File: src/rtl/brl_pkg.sv
// brl_pkg: shared types and the per-octant stepping rules of the line rasterizer
// depends on nothing; used by brl_step_unit and bresenham_line_rasterizer_core
package brl_pkg;

	// tie test applied to the error after the minor update
	typedef enum logic [1:0] {
		TIE_LT,
		TIE_LE,
		TIE_GT,
		TIE_GE
	} tie_t;

	typedef logic [3:0] octant_t;

	localparam octant_t OCT_1 = 4'd1;
	localparam octant_t OCT_2 = 4'd2;
	localparam octant_t OCT_3 = 4'd3;
	localparam octant_t OCT_4 = 4'd4;
	localparam octant_t OCT_5 = 4'd5;
	localparam octant_t OCT_6 = 4'd6;
	localparam octant_t OCT_7 = 4'd7;
	localparam octant_t OCT_8 = 4'd8;

	// stepping rule of one octant
	typedef struct packed {
		logic y_major;   // major axis is y
		logic major_dec; // major coordinate steps down
		logic add_minor; // error adds twice the minor delta
		logic minor_dec; // minor coordinate steps down
		tie_t tie;
	} oct_rule_t;

	function automatic oct_rule_t oct_rule(input octant_t oct);
		oct_rule_t r;
		case (oct)
			OCT_1: r = '{y_major: 1'b0, major_dec: 1'b0, add_minor: 1'b0, minor_dec: 1'b0,
				tie: TIE_LT};
			OCT_2: r = '{y_major: 1'b1, major_dec: 1'b0, add_minor: 1'b0, minor_dec: 1'b0,
				tie: TIE_LT};
			OCT_3: r = '{y_major: 1'b1, major_dec: 1'b0, add_minor: 1'b1, minor_dec: 1'b1,
				tie: TIE_LE};
			OCT_4: r = '{y_major: 1'b0, major_dec: 1'b1, add_minor: 1'b1, minor_dec: 1'b0,
				tie: TIE_GE};
			OCT_5: r = '{y_major: 1'b0, major_dec: 1'b1, add_minor: 1'b0, minor_dec: 1'b1,
				tie: TIE_GE};
			OCT_6: r = '{y_major: 1'b1, major_dec: 1'b1, add_minor: 1'b0, minor_dec: 1'b1,
				tie: TIE_GE};
			OCT_7: r = '{y_major: 1'b1, major_dec: 1'b1, add_minor: 1'b1, minor_dec: 1'b0,
				tie: TIE_GT};
			OCT_8: r = '{y_major: 1'b0, major_dec: 1'b0, add_minor: 1'b1, minor_dec: 1'b1,
				tie: TIE_LT};
			default: r = '{y_major: 1'b0, major_dec: 1'b0, add_minor: 1'b0, minor_dec: 1'b0,
				tie: TIE_LT};
		endcase
		return r;
	endfunction

endpackage

File: src/rtl/brl_step_unit.sv
// brl_step_unit: one bresenham step (major advance, error update, tie test, minor advance)
// depends on brl_pkg for the octant rule type
module brl_step_unit
	import brl_pkg::*;
#(
	parameter int COORD_BITS = 6
) (
	input  oct_rule_t                     rule,
	input  logic [COORD_BITS-1:0]         major,
	input  logic [COORD_BITS-1:0]         minor,
	input  logic signed [COORD_BITS+2:0]  err,
	input  logic signed [COORD_BITS+2:0]  dmin_term,
	input  logic signed [COORD_BITS+2:0]  dmaj2,
	output logic [COORD_BITS-1:0]         major_next,
	output logic [COORD_BITS-1:0]         minor_next,
	output logic signed [COORD_BITS+2:0]  err_next
);

	localparam int EW = COORD_BITS + 3;

	logic signed [EW-1:0] err_mid;
	logic                 neg;
	logic                 zero;
	logic                 hit;

	always_comb begin
		err_mid = err + dmin_term;
		neg     = err_mid[EW-1];
		zero    = (err_mid == '0);
		case (rule.tie)
			TIE_LT: hit = neg;
			TIE_LE: hit = neg | zero;
			TIE_GT: hit = !neg && !zero;
			TIE_GE: hit = !neg;
			default: hit = 1'b0;
		endcase
		err_next   = hit ? err_mid + dmaj2 : err_mid;
		major_next = rule.major_dec ? major - 1'b1 : major + 1'b1;
		if (hit) begin
			minor_next = rule.minor_dec ? minor - 1'b1 : minor + 1'b1;
		end else begin
			minor_next = minor;
		end
	end

endmodule

File: src/rtl/bresenham_line_rasterizer_core.sv
// bresenham_line_rasterizer_core: all-octant line rasterizer, one pixel per cycle unless stalled
// depends on brl_pkg and brl_step_unit
//
//  channel | signals                                   | dir | notes
//  --------+-------------------------------------------+-----+------------------------------
//  in      | in_valid in_ready start_x start_y end_x end_y | in  | one transaction = one line
//  out     | out_valid out_ready pixel_x pixel_y last_pixel | out | one transaction = one pixel
//
// a line gives max(|dx|,|dy|)+1 pixels; the block first captures the line, then sets up
//   deltas and octant in ST_SETUP, then, without stalls, gives one pixel per cycle from
//   the shared step unit
// in_ready is high only while idle; the next line can be taken the cycle after the
//   last pixel's transaction
// out_ready low simply holds the current pixel; the step unit advances only on a
//   completed out transaction
// arst_n clears the sequencer to idle; datapath registers are not reset
module bresenham_line_rasterizer_core
	import brl_pkg::*;
#(
	parameter int COORD_BITS = 6
) (
	input  logic                          clk,
	input  logic                          arst_n,
	input  logic                          in_valid,
	output logic                          in_ready,
	input  logic signed [COORD_BITS-1:0]  start_x,
	input  logic signed [COORD_BITS-1:0]  start_y,
	input  logic signed [COORD_BITS-1:0]  end_x,
	input  logic signed [COORD_BITS-1:0]  end_y,
	output logic                          out_valid,
	input  logic                          out_ready,
	output logic signed [COORD_BITS-1:0]  pixel_x,
	output logic signed [COORD_BITS-1:0]  pixel_y,
	output logic                          last_pixel
);

	localparam int CW = COORD_BITS;
	localparam int DW = COORD_BITS + 1; // signed delta
	localparam int EW = COORD_BITS + 3; // signed error term

	typedef enum logic [1:0] {
		ST_IDLE,
		ST_SETUP,
		ST_EMIT
	} state_t;

	state_t state_q;

	// captured line endpoints
	logic [CW-1:0] sx_q, sy_q, ex_q, ey_q;

	// stepping state
	oct_rule_t            rule_q;
	logic [CW-1:0]        major_q;
	logic [CW-1:0]        minor_q;
	logic [CW-1:0]        major_end_q;
	logic signed [EW-1:0] err_q;
	logic signed [EW-1:0] dmin_term_q;
	logic signed [EW-1:0] dmaj2_q;

	logic in_xfer;
	logic out_xfer;

	assign in_ready  = (state_q == ST_IDLE);
	assign out_valid = (state_q == ST_EMIT);
	assign in_xfer   = in_valid & in_ready;
	assign out_xfer  = out_valid & out_ready;

	// output pixel: map major/minor back onto x/y
	assign pixel_x    = rule_q.y_major ? minor_q : major_q;
	assign pixel_y    = rule_q.y_major ? major_q : minor_q;
	assign last_pixel = (major_q == major_end_q);

	// ---------------------------------------------------------------
	// setup: deltas, octant, initial error
	// ---------------------------------------------------------------
	logic signed [DW-1:0] dx, dy;
	logic [DW-1:0]        adx, ady;
	logic                 x_major;
	logic                 dx_pos, dy_pos;
	octant_t              octant;
	oct_rule_t            setup_rule;
	logic signed [DW-1:0] dmaj, dmin;
	logic signed [EW-1:0] dmaj2, dmin2;

	always_comb begin
		dx      = $signed({ex_q[CW-1], ex_q}) - $signed({sx_q[CW-1], sx_q});
		dy      = $signed({ey_q[CW-1], ey_q}) - $signed({sy_q[CW-1], sy_q});
		adx     = dx[DW-1] ? -dx : dx;
		ady     = dy[DW-1] ? -dy : dy;
		x_major = (adx >= ady); // diagonals stay x-major
		dx_pos  = !dx[DW-1] && (dx != '0);
		dy_pos  = !dy[DW-1] && (dy != '0);
		if (dx_pos) begin
			if (dy_pos) octant = x_major ? OCT_1 : OCT_2;
			else        octant = x_major ? OCT_8 : OCT_7;
		end else begin
			if (dy_pos) octant = x_major ? OCT_4 : OCT_3;
			else        octant = x_major ? OCT_5 : OCT_6;
		end
		setup_rule = oct_rule(octant);
		dmaj  = setup_rule.y_major ? dy : dx;
		dmin  = setup_rule.y_major ? dx : dy;
		dmaj2 = {dmaj[DW-1], dmaj, 1'b0};
		dmin2 = {dmin[DW-1], dmin, 1'b0};
	end

	// ---------------------------------------------------------------
	// shared step unit
	// ---------------------------------------------------------------
	logic [CW-1:0]        major_next;
	logic [CW-1:0]        minor_next;
	logic signed [EW-1:0] err_next;

	brl_step_unit #(
		.COORD_BITS (COORD_BITS)
	) u_step (
		.rule       (rule_q),
		.major      (major_q),
		.minor      (minor_q),
		.err        (err_q),
		.dmin_term  (dmin_term_q),
		.dmaj2      (dmaj2_q),
		.major_next (major_next),
		.minor_next (minor_next),
		.err_next   (err_next)
	);

	// ---------------------------------------------------------------
	// sequencer
	// ---------------------------------------------------------------
	always_ff @(posedge clk or negedge arst_n) begin
		if (!arst_n) begin
			state_q <= ST_IDLE;
		end else begin
			case (state_q)
				ST_IDLE: begin
					if (in_xfer) state_q <= ST_SETUP;
				end
				ST_SETUP: begin
					state_q <= ST_EMIT;
				end
				ST_EMIT: begin
					if (out_xfer && last_pixel) state_q <= ST_IDLE;
				end
				default: begin
					state_q <= ST_IDLE;
				end
			endcase
		end
	end

	// datapath
	always_ff @(posedge clk) begin
		if (in_xfer) begin
			sx_q <= start_x;
			sy_q <= start_y;
			ex_q <= end_x;
			ey_q <= end_y;
		end
		if (state_q == ST_SETUP) begin
			rule_q      <= setup_rule;
			major_q     <= setup_rule.y_major ? sy_q : sx_q;
			minor_q     <= setup_rule.y_major ? sx_q : sy_q;
			major_end_q <= setup_rule.y_major ? ey_q : ex_q;
			err_q       <= {dmaj[DW-1], dmaj[DW-1], dmaj};
			dmin_term_q <= setup_rule.add_minor ? dmin2 : -dmin2;
			dmaj2_q     <= dmaj2;
		end else if (out_xfer && !last_pixel) begin
			major_q <= major_next;
			minor_q <= minor_next;
			err_q   <= err_next;
		end
	end

	// ---------------------------------------------------------------
	// assertions
	// ---------------------------------------------------------------
	a_busy_after_accept: assert property (@(posedge clk) disable iff (!arst_n)
		in_xfer |=> !in_ready)
		else $error("in_ready high right after a line transaction");

	a_never_both: assert property (@(posedge clk) disable iff (!arst_n)
		!(in_ready && out_valid))
		else $error("taking a line while pixels are pending");

	a_idle_after_last: assert property (@(posedge clk) disable iff (!arst_n)
		(out_xfer && last_pixel) |=> (in_ready && !out_valid))
		else $error("block not idle after last pixel");

	a_no_bubble: assert property (@(posedge clk) disable iff (!arst_n)
		(out_xfer && !last_pixel) |=> out_valid)
		else $error("gap between pixels of one line");

	a_setup_then_emit: assert property (@(posedge clk) disable iff (!arst_n)
		in_xfer |=> ##1 out_valid)
		else $error("first pixel not presented two cycles after line transaction");

endmodule
File: config.mk
export PLATFORM = sky130hd
export DESIGN_NAME = bresenham_line_rasterizer_core
export DESIGN_NICKNAME = d
export VERILOG_FILES = /design/src/rtl/brl_pkg.sv /design/src/rtl/brl_step_unit.sv /design/src/rtl/bresenham_line_rasterizer_core.sv
export SDC_FILE = /design/constraint.sdc
export NUM_CORES = 1
export LEC_CHECK = 0
export BUFFER_PORTS_ARGS = -buffer_cell sky130_fd_sc_hd__buf_2
export CAP_MARGIN = 10
export CORE_MARGIN = 10
export CORE_UTILIZATION = 45
export CTS_BUF_LIST = sky130_fd_sc_hd__clkbuf_2
export DETAILED_ROUTE_END_ITERATION = 10
export GPL_TIMING_DRIVEN = 0
export PLACE_DENSITY = 0.68
export SLEW_MARGIN = 25
export SYNTH_ARGS = -nofsm -noshare
export SYNTH_HDL_FRONTEND = slang
export SYNTH_SLANG_ARGS = --single-unit
File: constraint.sdc
create_clock -name clk -period 14.2 [get_ports clk]
set_input_delay 2.84 -clock clk [delete_from_list [all_inputs] [get_ports clk]]
set_output_delay 2.84 -clock clk [all_outputs]
set_load 0.02 [all_outputs]
==> impl_metrics.json, run 1 <==
{
  "die_w_um": 129,
  "status": "completed",
  "endpoint_kind": "flip-flop",
  "tritoncts": "built",
  "critical_path_peak_fanout": 11,
  "ys_types": 68,
  "grt_pass1_wl_um": 19900,
  "routabilityCongestion": 0.851,
  "clock-sinks": 72,
  "critPathSlowestCell": "edfxtp_1",
  "tns_ns": 0,
  "synthesis.area_sq_um": 5350,
  "worstSetupStartpoint": "sx_q[0]$_DFFE_PP_",
  "cp_cell_sequence": "ha_1 -> fa_1 -> nor2b_1 -> o21ai_0 -> xor2_1 -> and3_1 -> nor2_1 -> xnor2_1 -> ha_1 -> a2111oi_0 -> o21ai_0 -> and2_1 -> clkbuf_1 -> clkbuf_1 -> clkbuf_1 -> ha_1 -> xnor2_1 -> inv_1 -> ha_1 -> mux2i_2 -> o22ai_4 -> or4_1 -> nand3_1",
  "timing.fmax_mhz": 153,
  "ys_seq_area_share_pct": 40.3,
  "start_util_pct": 46.4,
  "cts_buffers": 9,
  "yosys.area.top_type": "edfxtp_1",
  "drv_slew": 0,
  "period_share_pct": 45.9,
  "syn_to_final_growth_pct": 9.69,
  "crit_buf_inv": 4,
  "cts_hold_buf": 0,
  "worst-path-stages": 23,
  "async_reset_ff_share_pct": 2.78,
  "vias": 4028,
  "critPathCapture": "dmin_term_q[4]$_DFFE_PP_",
  "fillers": 1038,
  "fin_nets": 646,
  "max_slew_margin_pct": 48.9,
  "worst_r2r_endpoint": "dmin_term_q[4]$_DFFE_PP_",
  "ys_warn_count": 0,
  "drcViolationCount": 0,
  "design.portCount": 43,
  "fin_cells": 712,
  "dpl.hpwl_um": 9760,
  "clock_latency_ns": 0.55,
  "path_class": "flip-flop to flip-flop",
  "post_drt_wl_per_cell_um": 17.0,
  "synth-seq-cells": 72,
  "rows": 39,
  "netlist_top_cells_area": "edfxtp_1 (39%), ha_1 (11%), xnor2_1 (5.2%)",
  "die_area_sq_um": 16600,
  "regToRegStartpoint": "sx_q[0]$_DFFE_PP_",
  "post-place-cells": 696,
  "diodes": 0,
  "io_buffers": 42,
  "worst_slew_pin_slew_ns": 0.759,
  "worst_slack_ns": 7.68,
  "cp.arrival_ns": 6.89,
  "ant_nets": 0,
  "startpoint_type": "flip-flop",
  "min_period_ns": 6.52,
  "grtUsageTotal_pct": 14.8,
  "synth_fp_nets": 592,
  "required_ns": 14.57,
  "cap_violations": 0,
  "cts_buffer_depth": 2,
  "drtIter0Drc": 265,
  "cts_resized": 0,
  "synth_cells": 510,
  "hold_violations": 0,
  "synth_top_area_share_pct": 39.3,
  "clkTransAtPathRegs_ns": 0.27,
  "max_stage_delay_ns": 0.54,
  "overflow": 0,
  "cts_setup_buffers": 0,
  "skew_ns": 0.0638,
  "critPathMostFrequentCell": "ha_1",
  "clockRootBuffer": "clkbuf_2",
  "routed_wl_um": 12100,
  "syn_area_per_cell_sq_um": 10.5,
  "antenna_found_initial": 0,
  "rrSetupSlack_ns": 7.68,
  "hp-class": "flip-flop to flip-flop",
  "place_ws_ns": 7.88,
  "coreArea_sq_um": 11500,
  "h-tree-depth": 3,
  "viasPerCell": 5.66,
  "dr.pass1.iters": 5,
  "chipHeight_um": 129,
  "grt_pass1_vias": 4025,
  "ys.flop_type": "edfxtp_1",
  "reg2reg_depth": 23,
  "drive_gt1_share_pct": 16.3,
  "grt_max_degree": 31,
  "synth_edf_count": 70,
  "setup_viol": 0,
  "rsz0062_at_grt": "false",
  "crit_family": "adder cells"
}
==> worst register-to-register path, stage by stage (launching register included) <==
cell and delay, ns:
edfxtp_1 0.54, ha_1 0.28, fa_1 0.40, nor2b_1 0.18, o21ai_0 0.13, xor2_1 0.48
and3_1 0.28, nor2_1 0.06, xnor2_1 0.15, ha_1 0.33, a2111oi_0 0.41, o21ai_0 0.22
and2_1 0.26, clkbuf_1 0.22, clkbuf_1 0.29, clkbuf_1 0.29, ha_1 0.36, xnor2_1 0.29
inv_1 0.09, ha_1 0.20, mux2i_2 0.23, o22ai_4 0.15, or4_1 0.42, nand3_1 0.10
==> logic make-up after synthesis <==
kind of cell	count (synthesis)	share of synthesized area (%)
xor+xnor	46	7.68
mux	33	6.79
flops	72	40.3
fa+ha+maj	54	13.5
compound gates	123	16.0
simple gates	128	11.9
buf+inv	54	3.96
==> sequential cells by signal, summed over array words and instances, names as in the netlist <==
signal and flops:
major_q 6, minor_q 6, ey_q 6, sy_q 6
major_end_q 6, sx_q 6, err_q 9, state_q 2
ex_q 6, rule_q 4, dmaj2_q 7, dmin_term_q 8
==> metrics by stage <==
step	utilization [%]	cell area, sq um	hold slack, ns
detailed placement	50.0	5760	0.566
global placement	49.8	5730	0.553
CTS	50.9	5860	0.598
finish	50.9	5860	0.566
global route	50.9	5860	0.634
floorplan	-	5350	0.522
==> routing by layer <==
metal / track usage (%) / part of all wire, % / vias to the layer above / wire length (um)
met5: 0 / 0 / - / 0
met4: 4.48 / 1.9 / 0 / 225
met3: 2.79 / 5.8 / 21 / 704
met2: 23.8 / 46 / 134 / 5570
met1: 19.7 / 46 / 1900 / 5590
li1: - / - / 1973 / -
==> synthesized netlist by cell type, drive strengths merged (3+ instances only) <==
cell type / count
clkbuf: 9
o21a: 5
buf: 5
o211ai: 4
nand2b: 6
a21o: 12
nand2: 27
xnor2: 32
a21oi: 32
and3: 3
a311oi: 3
a211oi: 12
and2: 5
nand3b: 5
ha: 48
nor2b: 10
nor2: 42
nand3: 7
or2: 4
or4: 3
edfxtp: 70
o22ai: 3
nor3: 8
mux2i: 16
inv: 39
mux2: 17
o21ai: 30
xor2: 14
fa: 6
==> layout make-up <==
type                       instances  area (sq um)  share of cell area (%)
multi-input combinational        384          2980                    50.9
sequential                        72          2150                    36.7
timing repair buffer              43           230                    3.93
tap                              143           179                    3.05
inverter                          40           150                    2.56
buffer                            14          62.6                    1.07
clock inverter                     7          61.3                    1.05
clock buffer                       9          45.0                   0.768
==> worst min-delay path by stage <==
stage / depth (start not counted) / slack (ns) / start / to
3_5_place_dp: 3 / 0.57 / state_q[0]$_DFFE_PN0P_ / state_q[1]$_DFFE_PN0P_
6_report: 3 / 0.57 / state_q[0]$_DFFE_PN0P_ / state_q[1]$_DFFE_PN0P_
4_1_cts: 3 / 0.60 / state_q[0]$_DFFE_PN0P_ / state_q[1]$_DFFE_PN0P_
2_1_floorplan: 2 / 0.52 / ex_q[0]$_DFFE_PP_ / major_end_q[0]$_DFFE_PP_
5_1_grt: 3 / 0.63 / state_q[0]$_DFFE_PN0P_ / state_q[1]$_DFFE_PN0P_
3_3_place_gp: 3 / 0.55 / state_q[0]$_DFFE_PN0P_ / state_q[1]$_DFFE_PN0P_
==> cell usage in the layout (no fill, tap or decap), types with 3 or more instances in the layout <==
cell / synthesis / layout
a211oi_1: 11 / 11
buf_1: 3 / 3
xnor2_1: 32 / 32
mux2i_1: 15 / 15
and2_1: 5 / 4
a311oi_1: 3 / 3
nand2_1: 27 / 27
inv_1: 38 / 38
xor2_1: 13 / 13
or4_1: 3 / 3
o21ai_0: 29 / 29
buf_2: 1 / 43
clkbuf_2: 0 / 10
nand2b_1: 6 / 6
nor2_1: 42 / 42
clkbuf_1: 9 / 8
a21oi_1: 32 / 32
nor2b_1: 10 / 10
and3_1: 3 / 3
inv_6: 0 / 3
ha_1: 48 / 48
o211ai_1: 4 / 4
o21a_1: 5 / 5
a21o_1: 11 / 11
nor3_1: 8 / 8
fa_1: 6 / 6
edfxtp_1: 70 / 70
nand3b_1: 5 / 5
mux2_2: 15 / 15
nand3_1: 7 / 7
Power of run 1 is left out: the tool's default activity adds up to more than one toggle a clock period on the data nets, which glitch-free logic cannot reach.
==> inputs of run 2 (changes only) <==
--- a/config.mk
+++ b/config.mk
@@ -5,6 +5,7 @@
 export SDC_FILE = /design/constraint.sdc
 export NUM_CORES = 1
 export LEC_CHECK = 0
+export ABC_AREA = 1
 export BUFFER_PORTS_ARGS = -buffer_cell sky130_fd_sc_hd__buf_2
 export CAP_MARGIN = 10
 export CORE_MARGIN = 10
@@ -12,7 +13,7 @@
 export CTS_BUF_LIST = sky130_fd_sc_hd__clkbuf_2
 export DETAILED_ROUTE_END_ITERATION = 10
 export GPL_TIMING_DRIVEN = 0
-export PLACE_DENSITY = 0.68
+export PLACE_DENSITY = 0.7
 export SLEW_MARGIN = 25
 export SYNTH_ARGS = -nofsm -noshare
 export SYNTH_HDL_FRONTEND = slang
==> constraint.sdc (replaced) <==
create_clock -name clk -period 5.3 [get_ports clk]
set_input_delay 1.06 -clock clk [delete_from_list [all_inputs] [get_ports clk]]
set_output_delay 1.06 -clock clk [all_outputs]
set_load 0.02 [all_outputs]
==> impl_metrics.json, run 2 <==
{
  "fin_nets": 871,
  "overflow": 0,
  "largest_reg_flops": 9,
  "synth-seq-cells": 72,
  "synth_top_family_by_area": "simple AND/OR/NAND/NOR gates",
  "path_class": "flip-flop to flip-flop",
  "grt_max_degree": 33,
  "ys_seq_area_share_pct": 37.6,
  "max_stage_delay_ns": 0.45,
  "reg2reg_depth": 26,
  "start_util_pct": 45.6,
  "ys_types": 44,
  "grt_pass1_vias": 4451,
  "ys.flop_type": "edfxtp_1",
  "seq_area_sq_um": 2150,
  "largest_register": "err_q",
  "worst_r2r_endpoint": "dmin_term_q[3]$_DFFE_PP_",
  "worst-path-stages": 26,
  "vias": 4775,
  "synth.most_common_cell": "nand2_1",
  "cts_hold_buf": 0,
  "drcViolationCount": 0,
  "routabilityCongestion": 0.890,
  "cts_buffers": 9,
  "critPathMostFrequentCell": "nand2_1",
  "grtUsageTotal_pct": 14.7,
  "ant_nets": 0,
  "mostFrequentLayoutCells": "nand2_1 (197), inv_1 (111), edfxtp_1 (70), nand3_1 (56), ha_1 (48)",
  "skew_ns": 0.0311,
  "async_reset_ff_share_pct": 2.78,
  "crit_family": "adder cells",
  "setup_viol": 0,
  "synthesis.area_sq_um": 5730,
  "ys_warn_count": 0,
  "cp.arrival_ns": 5.30,
  "design.portCount": 43,
  "status": "completed",
  "chipHeight_um": 133,
  "cts_buffer_depth": 2,
  "synth_fp_nets": 807,
  "critPathSlowestCell": "edfxtp_1",
  "clkTransAtPathRegs_ns": 0.21,
  "period_share_pct": 94.2,
  "netlist_top_cells_area": "edfxtp_1 (37%), nand2_1 (13%), ha_1 (10%)",
  "die_w_um": 133,
  "layout_commonest_cell": "nand2_1",
  "rrSetupSlack_ns": 0.31,
  "critical_path_peak_fanout": 11,
  "syn_to_final_growth_pct": 11.6,
  "clock_latency_ns": 0.55,
  "endpoint_kind": "flip-flop",
  "fillers": 1222,
  "synth_top_area_share_pct": 36.7,
  "startpoint_type": "flip-flop",
  "crit_buf_inv": 8,
  "min_period_ns": 4.99,
  "synth-simple-area-share_pct": 28.0,
  "antenna_found_initial": 1,
  "hold_violations": 0,
  "synth_edf_count": 70,
  "drv_slew": 0,
  "yosys.area.top_type": "edfxtp_1",
  "viasPerCell": 4.94,
  "tritoncts": "built",
  "tns_ns": 0,
  "dr.pass1.iters": 5,
  "synth_common_cells": "nand2_1 (199), inv_1 (113), edfxtp_1 (70)",
  "rows": 41,
  "regToRegStartpoint": "sy_q[0]$_DFFE_PP_",
  "drtIter0Drc": 337,
  "coreArea_sq_um": 12600,
  "hp-class": "primary input to asynchronous set/reset pin",
  "routed_wl_um": 12900,
  "drive_gt1_share_pct": 14.4,
  "h-tree-depth": 3,
  "synth_cells": 725,
  "fin_cells": 967,
  "worstSetupStartpoint": "sy_q[0]$_DFFE_PP_",
  "synth_compound_area_share_pct": 9.72,
  "muxShareOfSynthArea_pct": 0,
  "multi_input_area_sq_um": 3110,
  "yosys.area_share.adder_pct": 12.6,
  "syn_area_per_cell_sq_um": 7.90,
  "io_buffers": 42,
  "dpl.hpwl_um": 10400,
  "clock-sinks": 72,
  "required_ns": 5.60,
  "timing.fmax_mhz": 200,
  "max_slew_margin_pct": 54.3,
  "cap_violations": 0,
  "grt_pass1_wl_um": 21300,
  "reg.largest.list": "err_q: 9 flops, dmin_term_q: 8 flops, dmaj2_q: 7 flops",
  "worst_slew_pin_slew_ns": 0.684,
  "die_area_sq_um": 17600,
  "post-place-cells": 942,
  "synth_xor_area_share_pct": 3.52,
  "post_drt_wl_per_cell_um": 13.3,
  "clockRootBuffer": "clkbuf_2"
}
## run 2: cell types whose count changed after synthesis, sizes merged, moves of 11 or more
cell | before | now
nand3 | 7 | 64
mux2i | 16 | 0
a211oi | 12 | 1
a21o | 12 | 1
mux2 | 17 | 0
o21ai | 30 | 45
nand2 | 27 | 210
xnor2 | 32 | 7
inv | 39 | 116
## run 2: logic make-up after synthesis
kind of cell	after synthesis
AND/OR/NAND/NOR	351
buffers and inverters	128
AO/OA/AOI/OAI	97
flip-flops	72
adder cells (fa/ha/maj)	54
XOR/XNOR	23
## run 2: layout make-up
cell class                      instances  share of cell area (%)
Tap cell                              172                    3.37
Antenna cell                            1                  0.0392
Clock inverter                          7                   0.979
Timing Repair Buffer                   53                    4.78
Inverter                              116                    6.85
Buffer                                 12                   0.959
Clock buffer                            9                   0.705
Sequential cell                        72                    33.7
Multi-Input combinational cell        525                    48.6
## run 2: per-stage QoR
stage	util (%)	setup WS [ns]	hold slack, ns	area (sq um)
2_1_floorplan	-	0.631	0.473	5730
3_3_place_gp	49.0	0.0653	0.498	6150
3_5_place_dp	49.3	0.0431	0.519	6190
4_1_cts	50.1	0.00850	0.203	6300
5_1_grt	50.8	-0.0299	0.175	6390
6_report	50.8	0.308	0.238	6390
## run 2: how the worst max path moves through the flow
stage,to,slack [ns]
2_1_floorplan,dmin_term_q[2]$_DFFE_PP_,0.63
5_1_grt,dmin_term_q[5]$_DFFE_PP_,-0.03
6_report,dmin_term_q[3]$_DFFE_PP_,0.31
4_1_cts,dmin_term_q[5]$_DFFE_PP_,0.008
3_3_place_gp,dmin_term_q[3]$_DFFE_PP_,0.07
3_5_place_dp,dmin_term_q[5]$_DFFE_PP_,0.04
## run 2: what timing repair did
item | in CTS | in global routing
gates resized for setup | 0 | 9
hold endpoints to repair | 0 | 0
setup endpoints to repair | 0 | 8
buffers inserted | 0 | 8
## run 2: worst reg2reg max path, stage by stage (launching register included)
cell      delay [ns]
edfxtp_1        0.45
ha_1            0.24
fa_1            0.41
inv_1           0.07
nand3_1         0.08
nand2_1         0.10
nand2_1         0.05
nand2_1         0.13
inv_1           0.11
a31oi_1         0.21
xor2_1          0.19
ha_1            0.27
nand2_1         0.11
inv_2           0.05
a21oi_4         0.22
nand3_4         0.13
buf_6           0.16
buf_2           0.18
clkbuf_4        0.21
ha_1            0.35
xor2_2          0.23
inv_1           0.07
ha_1            0.26
inv_1           0.09
nand4_4         0.18
nand3_1         0.14
nand2_1         0.07
## run 2: per-layer routing
metal	global-route usage, %	vias up	share of wire (%)
met2	22.8	109	45
li1	-	2521	-
met5	0	-	0
met3	3.33	16	5.5
met4	4.95	0	1.7
met1	19.8	2129	48
Power of run 2 is left out for the same reason.
